**src/rtl/pms_pkg.sv**
```systemverilog
// ----------------------------------------------------------------------------
// pms_pkg
// Shared types, constants and helpers for the projectile motion step block.
// ----------------------------------------------------------------------------
package pms_pkg;

  // fixed point formats
  localparam int FRAC_BITS      = 16;
  localparam int DT_FRAC        = 16;
  localparam int HOME_MIN_UNITS = 10;

  // configuration register indexes
  localparam int CFG_IDX_W = 3;
  localparam logic [CFG_IDX_W-1:0] CFG_GRAVITY       = 3'd0;
  localparam logic [CFG_IDX_W-1:0] CFG_INITIAL_SPEED = 3'd1;
  localparam logic [CFG_IDX_W-1:0] CFG_MAX_SPEED     = 3'd2;
  localparam logic [CFG_IDX_W-1:0] CFG_LIFESPAN      = 3'd3;
  localparam logic [CFG_IDX_W-1:0] CFG_AUTO_DESTROY  = 3'd4;
  localparam logic [CFG_IDX_W-1:0] CFG_HOMING_ENABLE = 3'd5;
  localparam logic [CFG_IDX_W-1:0] CFG_HOMING_ACCEL  = 3'd6;

  // configuration reset values
  localparam logic signed [31:0] GRAVITY_RST       = -32'sd642252;
  localparam logic [30:0]        INITIAL_SPEED_RST = 31'd196608;

  typedef struct packed {
    logic               func;
    logic [15:0]        delta_t;
    logic signed [31:0] vec_x;
    logic signed [31:0] vec_y;
    logic signed [31:0] vec_z;
    logic               target_valid;
    logic signed [31:0] pos_x;
    logic signed [31:0] pos_y;
    logic signed [31:0] pos_z;
  } in_t;

  typedef struct packed {
    logic signed [31:0] delta_x;
    logic signed [31:0] delta_y;
    logic signed [31:0] delta_z;
    logic               hide_owner;
    logic               is_active;
  } out_t;

  // datapath operations
  typedef enum logic [4:0] {
    OP_NONE,
    OP_LATCH,
    OP_LOAD_FIRE,
    OP_LOAD_HOME,
    OP_LOAD_VEL,
    OP_MUL_SQ,
    OP_ADD_SS,
    OP_MUL_MAXSQ,
    OP_SQRT_START,
    OP_MUL_SCALE,
    OP_DIV_START,
    OP_WR_ACC,
    OP_WR_VEL,
    OP_VEL_ZERO,
    OP_FIRE_SET,
    OP_LT_ADD,
    OP_SET_HIDE,
    OP_DEACT,
    OP_MUL_GRAV,
    OP_MUL_ACC,
    OP_ADD_VEL,
    OP_MUL_VEL,
    OP_WR_DELTA,
    OP_OUT_LOAD
  } op_e;

  // magnitude used by a rescale
  typedef enum logic [1:0] {
    SC_INIT,
    SC_HOME,
    SC_MAX
  } scale_e;

  typedef struct packed {
    op_e        op;
    logic [1:0] idx;
    scale_e     sel;
  } cmd_t;

  typedef struct packed {
    logic func;
    logic target_valid;
    logic active;
    logic lifespan_nz;
    logic auto_destroy;
    logic home_en;
    logic max_nz;
    logic lt_ended;
    logic ss_zero;
    logic ss_ge_min;
    logic ss_gt_prod;
    logic sqrt_busy;
    logic div_busy;
  } status_t;

  // magnitude of a signed word
  function automatic logic [31:0] abs32(input logic signed [31:0] x);
    logic [31:0] r;
    r = x[31] ? 32'(-x) : 32'(x);
    return r;
  endfunction

  // saturate to the signed 32-bit range
  function automatic logic signed [31:0] sat34(input logic signed [33:0] x);
    logic signed [31:0] r;
    if (x > 34'sd2147483647) begin
      r = 32'sh7FFFFFFF;
    end else if (x < -34'sd2147483648) begin
      r = 32'sh80000000;
    end else begin
      r = x[31:0];
    end
    return r;
  endfunction

endpackage

```
**src/rtl/pms_ctrl.sv**
```systemverilog
// ----------------------------------------------------------------------------
// pms_ctrl
// Sequencer: steps the datapath through fire and tick operations.
// ----------------------------------------------------------------------------
module pms_ctrl (
  input  logic             clk_i,
  input  logic             rst_ni,
  input  logic             in_valid_i,
  output logic             in_ready_o,
  output logic             out_valid_o,
  input  logic             out_ready_i,
  input  pms_pkg::status_t status_i,
  output pms_pkg::cmd_t    cmd_o
);

  typedef enum logic [4:0] {
    ST_IDLE,
    ST_DISPATCH,
    ST_LT_CHK,
    ST_HOME_CHK,
    ST_SS_MUL,
    ST_SS_ADD,
    ST_SS_DEC,
    ST_LIM_CMP,
    ST_SQRT,
    ST_SQRT_WAIT,
    ST_SC_MUL,
    ST_SC_DIV,
    ST_SC_WAIT,
    ST_SC_WR,
    ST_FIRE_FIN,
    ST_GRAV_MUL,
    ST_GRAV_ADD,
    ST_ACC_MUL,
    ST_ACC_ADD,
    ST_LIM_LOAD,
    ST_DL_MUL,
    ST_DL_WR,
    ST_DONE
  } state_e;

  typedef enum logic [1:0] {
    TAG_FIRE,
    TAG_HOME,
    TAG_LIM
  } tag_e;

  state_e     state_q, state_d;
  tag_e       tag_q, tag_d;
  logic [1:0] idx_q, idx_d;
  logic       out_valid_q, out_valid_d;

  // next state and command decode
  always_comb begin
    state_d     = state_q;
    tag_d       = tag_q;
    idx_d       = idx_q;
    out_valid_d = out_valid_q;
    cmd_o.op    = pms_pkg::OP_NONE;
    cmd_o.idx   = idx_q;
    case (tag_q)
      TAG_FIRE: cmd_o.sel = pms_pkg::SC_INIT;
      TAG_HOME: cmd_o.sel = pms_pkg::SC_HOME;
      default:  cmd_o.sel = pms_pkg::SC_MAX;
    endcase
    if (out_valid_q && out_ready_i) begin
      out_valid_d = 1'b0;
    end
    case (state_q)
      ST_IDLE: begin
        if (in_valid_i) begin
          cmd_o.op = pms_pkg::OP_LATCH;
          state_d  = ST_DISPATCH;
        end
      end
      ST_DISPATCH: begin
        idx_d = '0;
        if (status_i.func) begin
          cmd_o.op = pms_pkg::OP_LOAD_FIRE;
          tag_d    = TAG_FIRE;
          state_d  = ST_SS_MUL;
        end else if (!status_i.active) begin
          state_d = ST_DONE;
        end else if (status_i.lifespan_nz) begin
          cmd_o.op = pms_pkg::OP_LT_ADD;
          state_d  = ST_LT_CHK;
        end else begin
          state_d = ST_HOME_CHK;
        end
      end
      ST_LT_CHK: begin
        if (status_i.lt_ended) begin
          cmd_o.op = status_i.auto_destroy ? pms_pkg::OP_SET_HIDE : pms_pkg::OP_DEACT;
          state_d  = ST_DONE;
        end else begin
          state_d = ST_HOME_CHK;
        end
      end
      ST_HOME_CHK: begin
        if (status_i.home_en && status_i.target_valid) begin
          cmd_o.op = pms_pkg::OP_LOAD_HOME;
          tag_d    = TAG_HOME;
          state_d  = ST_SS_MUL;
        end else begin
          state_d = ST_GRAV_MUL;
        end
      end
      // sum of squares over the three components
      ST_SS_MUL: begin
        cmd_o.op = pms_pkg::OP_MUL_SQ;
        state_d  = ST_SS_ADD;
      end
      ST_SS_ADD: begin
        cmd_o.op = pms_pkg::OP_ADD_SS;
        if (idx_q == 2'd2) begin
          idx_d   = '0;
          state_d = ST_SS_DEC;
        end else begin
          idx_d   = idx_q + 2'd1;
          state_d = ST_SS_MUL;
        end
      end
      ST_SS_DEC: begin
        case (tag_q)
          TAG_FIRE: begin
            if (status_i.ss_zero) begin
              cmd_o.op = pms_pkg::OP_VEL_ZERO;
              state_d  = ST_FIRE_FIN;
            end else begin
              state_d = ST_SQRT;
            end
          end
          TAG_HOME: state_d = status_i.ss_ge_min ? ST_SQRT : ST_GRAV_MUL;
          default: begin
            cmd_o.op = pms_pkg::OP_MUL_MAXSQ;
            state_d  = ST_LIM_CMP;
          end
        endcase
      end
      ST_LIM_CMP: begin
        state_d = status_i.ss_gt_prod ? ST_SQRT : ST_DL_MUL;
      end
      // length, then one divide per component
      ST_SQRT: begin
        cmd_o.op = pms_pkg::OP_SQRT_START;
        state_d  = ST_SQRT_WAIT;
      end
      ST_SQRT_WAIT: begin
        if (!status_i.sqrt_busy) begin
          state_d = ST_SC_MUL;
        end
      end
      ST_SC_MUL: begin
        cmd_o.op = pms_pkg::OP_MUL_SCALE;
        state_d  = ST_SC_DIV;
      end
      ST_SC_DIV: begin
        cmd_o.op = pms_pkg::OP_DIV_START;
        state_d  = ST_SC_WAIT;
      end
      ST_SC_WAIT: begin
        if (!status_i.div_busy) begin
          state_d = ST_SC_WR;
        end
      end
      ST_SC_WR: begin
        cmd_o.op = (tag_q == TAG_HOME) ? pms_pkg::OP_WR_ACC : pms_pkg::OP_WR_VEL;
        if (idx_q == 2'd2) begin
          idx_d = '0;
          case (tag_q)
            TAG_FIRE: state_d = ST_FIRE_FIN;
            TAG_HOME: state_d = ST_GRAV_MUL;
            default:  state_d = ST_DL_MUL;
          endcase
        end else begin
          idx_d   = idx_q + 2'd1;
          state_d = ST_SC_MUL;
        end
      end
      ST_FIRE_FIN: begin
        cmd_o.op = pms_pkg::OP_FIRE_SET;
        state_d  = ST_DONE;
      end
      // gravity on z, then acceleration on every axis
      ST_GRAV_MUL: begin
        cmd_o.op = pms_pkg::OP_MUL_GRAV;
        state_d  = ST_GRAV_ADD;
      end
      ST_GRAV_ADD: begin
        cmd_o.op  = pms_pkg::OP_ADD_VEL;
        cmd_o.idx = 2'd2;
        state_d   = ST_ACC_MUL;
      end
      ST_ACC_MUL: begin
        cmd_o.op = pms_pkg::OP_MUL_ACC;
        state_d  = ST_ACC_ADD;
      end
      ST_ACC_ADD: begin
        cmd_o.op = pms_pkg::OP_ADD_VEL;
        if (idx_q == 2'd2) begin
          idx_d   = '0;
          state_d = status_i.max_nz ? ST_LIM_LOAD : ST_DL_MUL;
        end else begin
          idx_d   = idx_q + 2'd1;
          state_d = ST_ACC_MUL;
        end
      end
      ST_LIM_LOAD: begin
        cmd_o.op = pms_pkg::OP_LOAD_VEL;
        tag_d    = TAG_LIM;
        state_d  = ST_SS_MUL;
      end
      // position delta
      ST_DL_MUL: begin
        cmd_o.op = pms_pkg::OP_MUL_VEL;
        state_d  = ST_DL_WR;
      end
      ST_DL_WR: begin
        cmd_o.op = pms_pkg::OP_WR_DELTA;
        if (idx_q == 2'd2) begin
          idx_d   = '0;
          state_d = ST_DONE;
        end else begin
          idx_d   = idx_q + 2'd1;
          state_d = ST_DL_MUL;
        end
      end
      // hand the result to the output register
      ST_DONE: begin
        if (!out_valid_q || out_ready_i) begin
          cmd_o.op    = pms_pkg::OP_OUT_LOAD;
          out_valid_d = 1'b1;
          state_d     = ST_IDLE;
        end
      end
      default: begin
        state_d = ST_IDLE;
      end
    endcase
  end

  // state and registered outputs
  always_ff @(posedge clk_i or negedge rst_ni) begin
    if (!rst_ni) begin
      state_q     <= ST_IDLE;
      tag_q       <= TAG_FIRE;
      idx_q       <= '0;
      out_valid_q <= 1'b0;
    end else begin
      state_q     <= state_d;
      tag_q       <= tag_d;
      idx_q       <= idx_d;
      out_valid_q <= out_valid_d;
    end
  end

  assign in_ready_o  = state_q == ST_IDLE;
  assign out_valid_o = out_valid_q;

endmodule

```
**config.mk**
```make
export PLATFORM = sky130hd
export DESIGN_NAME = pms_ctrl
export DESIGN_NICKNAME = d
export VERILOG_FILES = /design/src/rtl/pms_pkg.sv /design/src/rtl/pms_ctrl.sv
export SDC_FILE = /design/constraint.sdc
export NUM_CORES = 1
export LEC_CHECK = 0
export ABC_AREA = 0
export BUFFER_PORTS_ARGS = -buffer_cell sky130_fd_sc_hd__buf_2
export CELL_PAD_IN_SITES_DETAIL_PLACEMENT = 1
export CELL_PAD_IN_SITES_GLOBAL_PLACEMENT = 2
export CORE_MARGIN = 5
export CORE_UTILIZATION = 27
export CTS_CLUSTER_SIZE = 24
export DETAILED_ROUTE_END_ITERATION = 10
export PLACE_DENSITY = 0.87
export SETUP_SLACK_MARGIN = 0.5
export SYNTH_ARGS = -nofsm -noshare
export SYNTH_HDL_FRONTEND = slang
export SYNTH_SLANG_ARGS = --single-unit
```
**constraint.sdc**
```tcl
create_clock -name clk_i -period 2 [get_ports clk_i]
set_clock_uncertainty 0.15 [all_clocks]
set_input_delay 0.4 -clock clk_i [delete_from_list [all_inputs] [get_ports clk_i]]
set_output_delay 0.4 -clock clk_i [all_outputs]
set_load 0.1 [all_outputs]
```
==> run_results.csv <==
group,metric,value,unit
drt,first_iter_violations,206,
place,place.gp.congestion,0.921,
setup_path,worstPathMaxFanout,6,
finish,drive_above_1_share,58.7,%
setup_path,rr_startpoint,"state_q[2]",
worst_hold_path,min_path_cells,3,
finish,regArea,259,µm²
finish,fin_util,54.4,%
drt,dr.pass1.iters,4,
grt,overflow,0,
finish,nets,277,
status,violations,"setup timing",
setup_path,reg2regPathDepth,5,
clock_tree,clk_pin_slew,0.05,ns
grt,grt_pass1_wl,11.5,mm
drt,drc,0,
timing,setup_violations,13,
timing,drv_slew,0,
clock_tree,clock_sinks,10,
grt,grt_pass1_vias,2007,
place,place_ws,-0.331,ns
power_and_ir_drop,power_density,1980,nW/µm²
setup_path,worst-setup-path-type,"flip-flop to output pin",
floorplanning,die_h,78.6,µm
logic_synthesis,synth_nets,192,
setup_path,rrSetupSlack,-0.19,ns
finish,fillerInstances,547,
logic_synthesis,yosys_warnings,0,
floorplanning,ios,28,
place,placement.io_buffers,27,
logic_synthesis,syn_area_per_cell,7.26,µm²
logic_synthesis,ys_dominant_reg_cell,"dfrtp_1",
power_and_ir_drop,leakagePower,1.06,nW
worst_hold_path,min_to,"state_q[0]",
floorplanning,num_rows,25,
run,maxCapViolations,0,
worst_hold_path,hold_class,"primary input to flip-flop",
worst_hold_path,min_from,"status_i[1]",
timing,slew_headroom,63.2,%
clock_tree,clkLatencyLatePin,0.25,ns
timing,rsz0062_at_grt,"true",
timing,worst_slew_pin_slew,0.545,ns
setup_path,cp_data_arrival_time,1.99,ns
drt,dr_total_vias,1959,
finish,area_growth,98.2,%
drt,finalWirelength,7.75,mm
floorplanning,start_util,27.4,%
status,status,"complete, but fails checks",
timing,post-route-worst-setup-slack,-0.545,ns
logic_synthesis,synthCells,175,
grt,grt_max_degree,14,
setup_path,end_kind,"output pin",
timing,min_period,2.54,ns
drt,viasPerCell,6.26,
place,hpwlAfterDp,4.78,mm
drt,wl_per_cell,24.7,µm
logic_synthesis,yosys_register_bits,10,
logic_synthesis,synth_edf_count,0,
power_and_ir_drop,irDropWorstVdd,1.73,mV
timing,clock.fmax,393,MHz
logic_synthesis,ys_types,53,
setup_path,cp-start-kind,"flip-flop",
timing,period_share,127,%
clock_tree,cts_inserted_buffers,3,
power_and_ir_drop,p_total,5.00,mW
place,dpl_cell_area,2070,µm²
setup_path,r2r_end,"tag_q[0]",
clock_tree,cts_root_buf,"clkbuf_8",
grt,antenna_found_initial,0,
drt,ant_nets,0,
clock_tree,h-tree-depth,1,
logic_synthesis,synthArstFlopShare,100,%
logic_synthesis,yosysSeqAreaShare,19.7,%
place,dp.cells,298,
finish,layout.cells.non_filler,313,
finish,multi_input_area,1220,µm²
setup_path,required,1.45,ns
finish,fin_area,2520,µm²
floorplanning,die_area,6170,µm²
clock_tree,cts_buffer_depth,2,
floorplanning,core_area,4630,µm²
grt,grt.total_usage,24.1,%
logic_synthesis,netlist_area,1270,µm²
clock_tree,cts_tree,"done",
finish,antenna-diode-count,0,
timing,hold_viol_final,0,
floorplanning,die_w,78.6,µm
==> logic make-up (layout without fill, tap and decap cells) <==
family,count (synthesis),count (layout),synth area share (%)
simple gates,84,84,38.7
compound gates,57,57,32.1
buf+inv,22,106,7.78
flops,10,10,19.7
mux,2,2,1.67
==> layer usage <==
layer / global-route usage [%] / vias to the layer above / share of wire (%)
met5: 0 / - / 0
met4: 7.69 / 0 / 5.0
met3: 4.82 / 39 / 5.6
met2: 42.6 / 82 / 50
met1: 28.8 / 995 / 40
li1: - / 843 / -
==> cell type report <==
class | count | area share, %
multi-input combinational | 143 | 48.6
tap | 54 | 2.68
inverter | 4 | 0.596
timing repair buffer | 98 | 35.6
sequential | 10 | 10.3
clock buffer | 4 | 2.19
==> cells in the mapped netlist (3+ instances only) <==
cell type	instances	share of area, %
o2111ai_1	3	2.1
nand3b_1	5	3.0
a32oi_1	4	2.8
nand3_1	6	2.4
a221oi_1	3	2.1
nor2_1	13	3.8
a21oi_1	10	3.9
nand2b_1	12	5.9
inv_1	4	1.2
nor4_1	3	1.5
o21ai_0	11	4.3
buf_1	3	0.89
nor2b_1	7	3.4
nand2_1	7	2.1
nor3_1	10	3.9
clkbuf_1	12	3.5
and3_1	5	2.5
dfrtp_1	10	20
==> flip-flops by register name, summed over array words and instances, names as in the netlist <==
| register | flops |
|---|---|
| idx_q | 2 |
| out_valid_o | 1 |
| state_q | 5 |
| tag_q | 2 |
==> power by group <==
part           leakage (nW)  switching, mW  internal [mW]  total, mW
Clock                0.0288          0.100          0.174      0.275
Combinational         0.913           2.50           1.79       4.29
Sequential            0.122          0.138          0.293      0.431
Total                  1.06           2.74           2.26       5.00
==> cells in the final DEF (no fill, tap or decap), drive strengths merged, types with 2 or more instances in the layout <==
| cell | synthesis | routed |
|---|---|---|
| a2111oi | 2 | 2 |
| o2111ai | 3 | 3 |
| nor2b | 7 | 7 |
| nand3 | 6 | 6 |
| nand4b | 2 | 2 |
| nor3b | 2 | 2 |
| a221oi | 3 | 3 |
| dfrtp | 10 | 10 |
| o211ai | 2 | 2 |
| and2 | 2 | 2 |
| a311oi | 2 | 2 |
| nand4 | 2 | 2 |
| a21oi | 10 | 10 |
| nand2 | 7 | 7 |
| clkbuf | 12 | 5 |
| nor4 | 3 | 3 |
| buf | 6 | 96 |
| a21boi | 2 | 2 |
| o21bai | 2 | 2 |
| o21ai | 11 | 11 |
| a211oi | 2 | 2 |
| inv | 4 | 4 |
| nand3b | 5 | 5 |
| a32oi | 4 | 4 |
| or3 | 4 | 4 |
| nor2 | 13 | 13 |
| nand2b | 12 | 12 |
| nor3 | 10 | 10 |
| and3 | 5 | 5 |
==> metrics by stage <==
| stage | TNS, ns | hold WS (ns) |
|---|---|---|
| floorplan | -2.78 | -0.0456 |
| global placement | -1.14 | 0.137 |
| detailed placement | -1.70 | 0.134 |
| CTS | -2.82 | 0.282 |
| global route | -3.94 | 0.307 |
| finish | -3.47 | 0.284 |
==> worst max path at each step <==
stage | startpoint | endpoint | cells past startpoint
2_1_floorplan | state_q[3] | cmd_o[5] | 5
3_3_place_gp | state_q[0] | cmd_o[5] | 6
3_5_place_dp | state_q[3] | cmd_o[5] | 6
4_1_cts | state_q[3] | cmd_o[5] | 6
5_1_grt | state_q[3] | cmd_o[4] | 8
6_report | state_q[3] | cmd_o[4] | 8
==> what timing repair did <==
action	4_1_cts	5_1_grt
hold endpoints to repair	10	0
gates cloned	0	0
endpoints found under the setup margin	20	20
setup buffers	6	4
gates resized for setup	50	21
pin swaps	14	5
hold buffers	1	0
==> worst max-delay path: stages (launching register included) <==
cell       delay, ns
dfrtp_2         0.44
buf_6           0.13
nand2b_4        0.14
nor3_2          0.06
buf_4           0.16
a221oi_2        0.26
buf_4           0.18
o2111ai_2       0.16
buf_12          0.22
(Power assumes the default switching activity.)
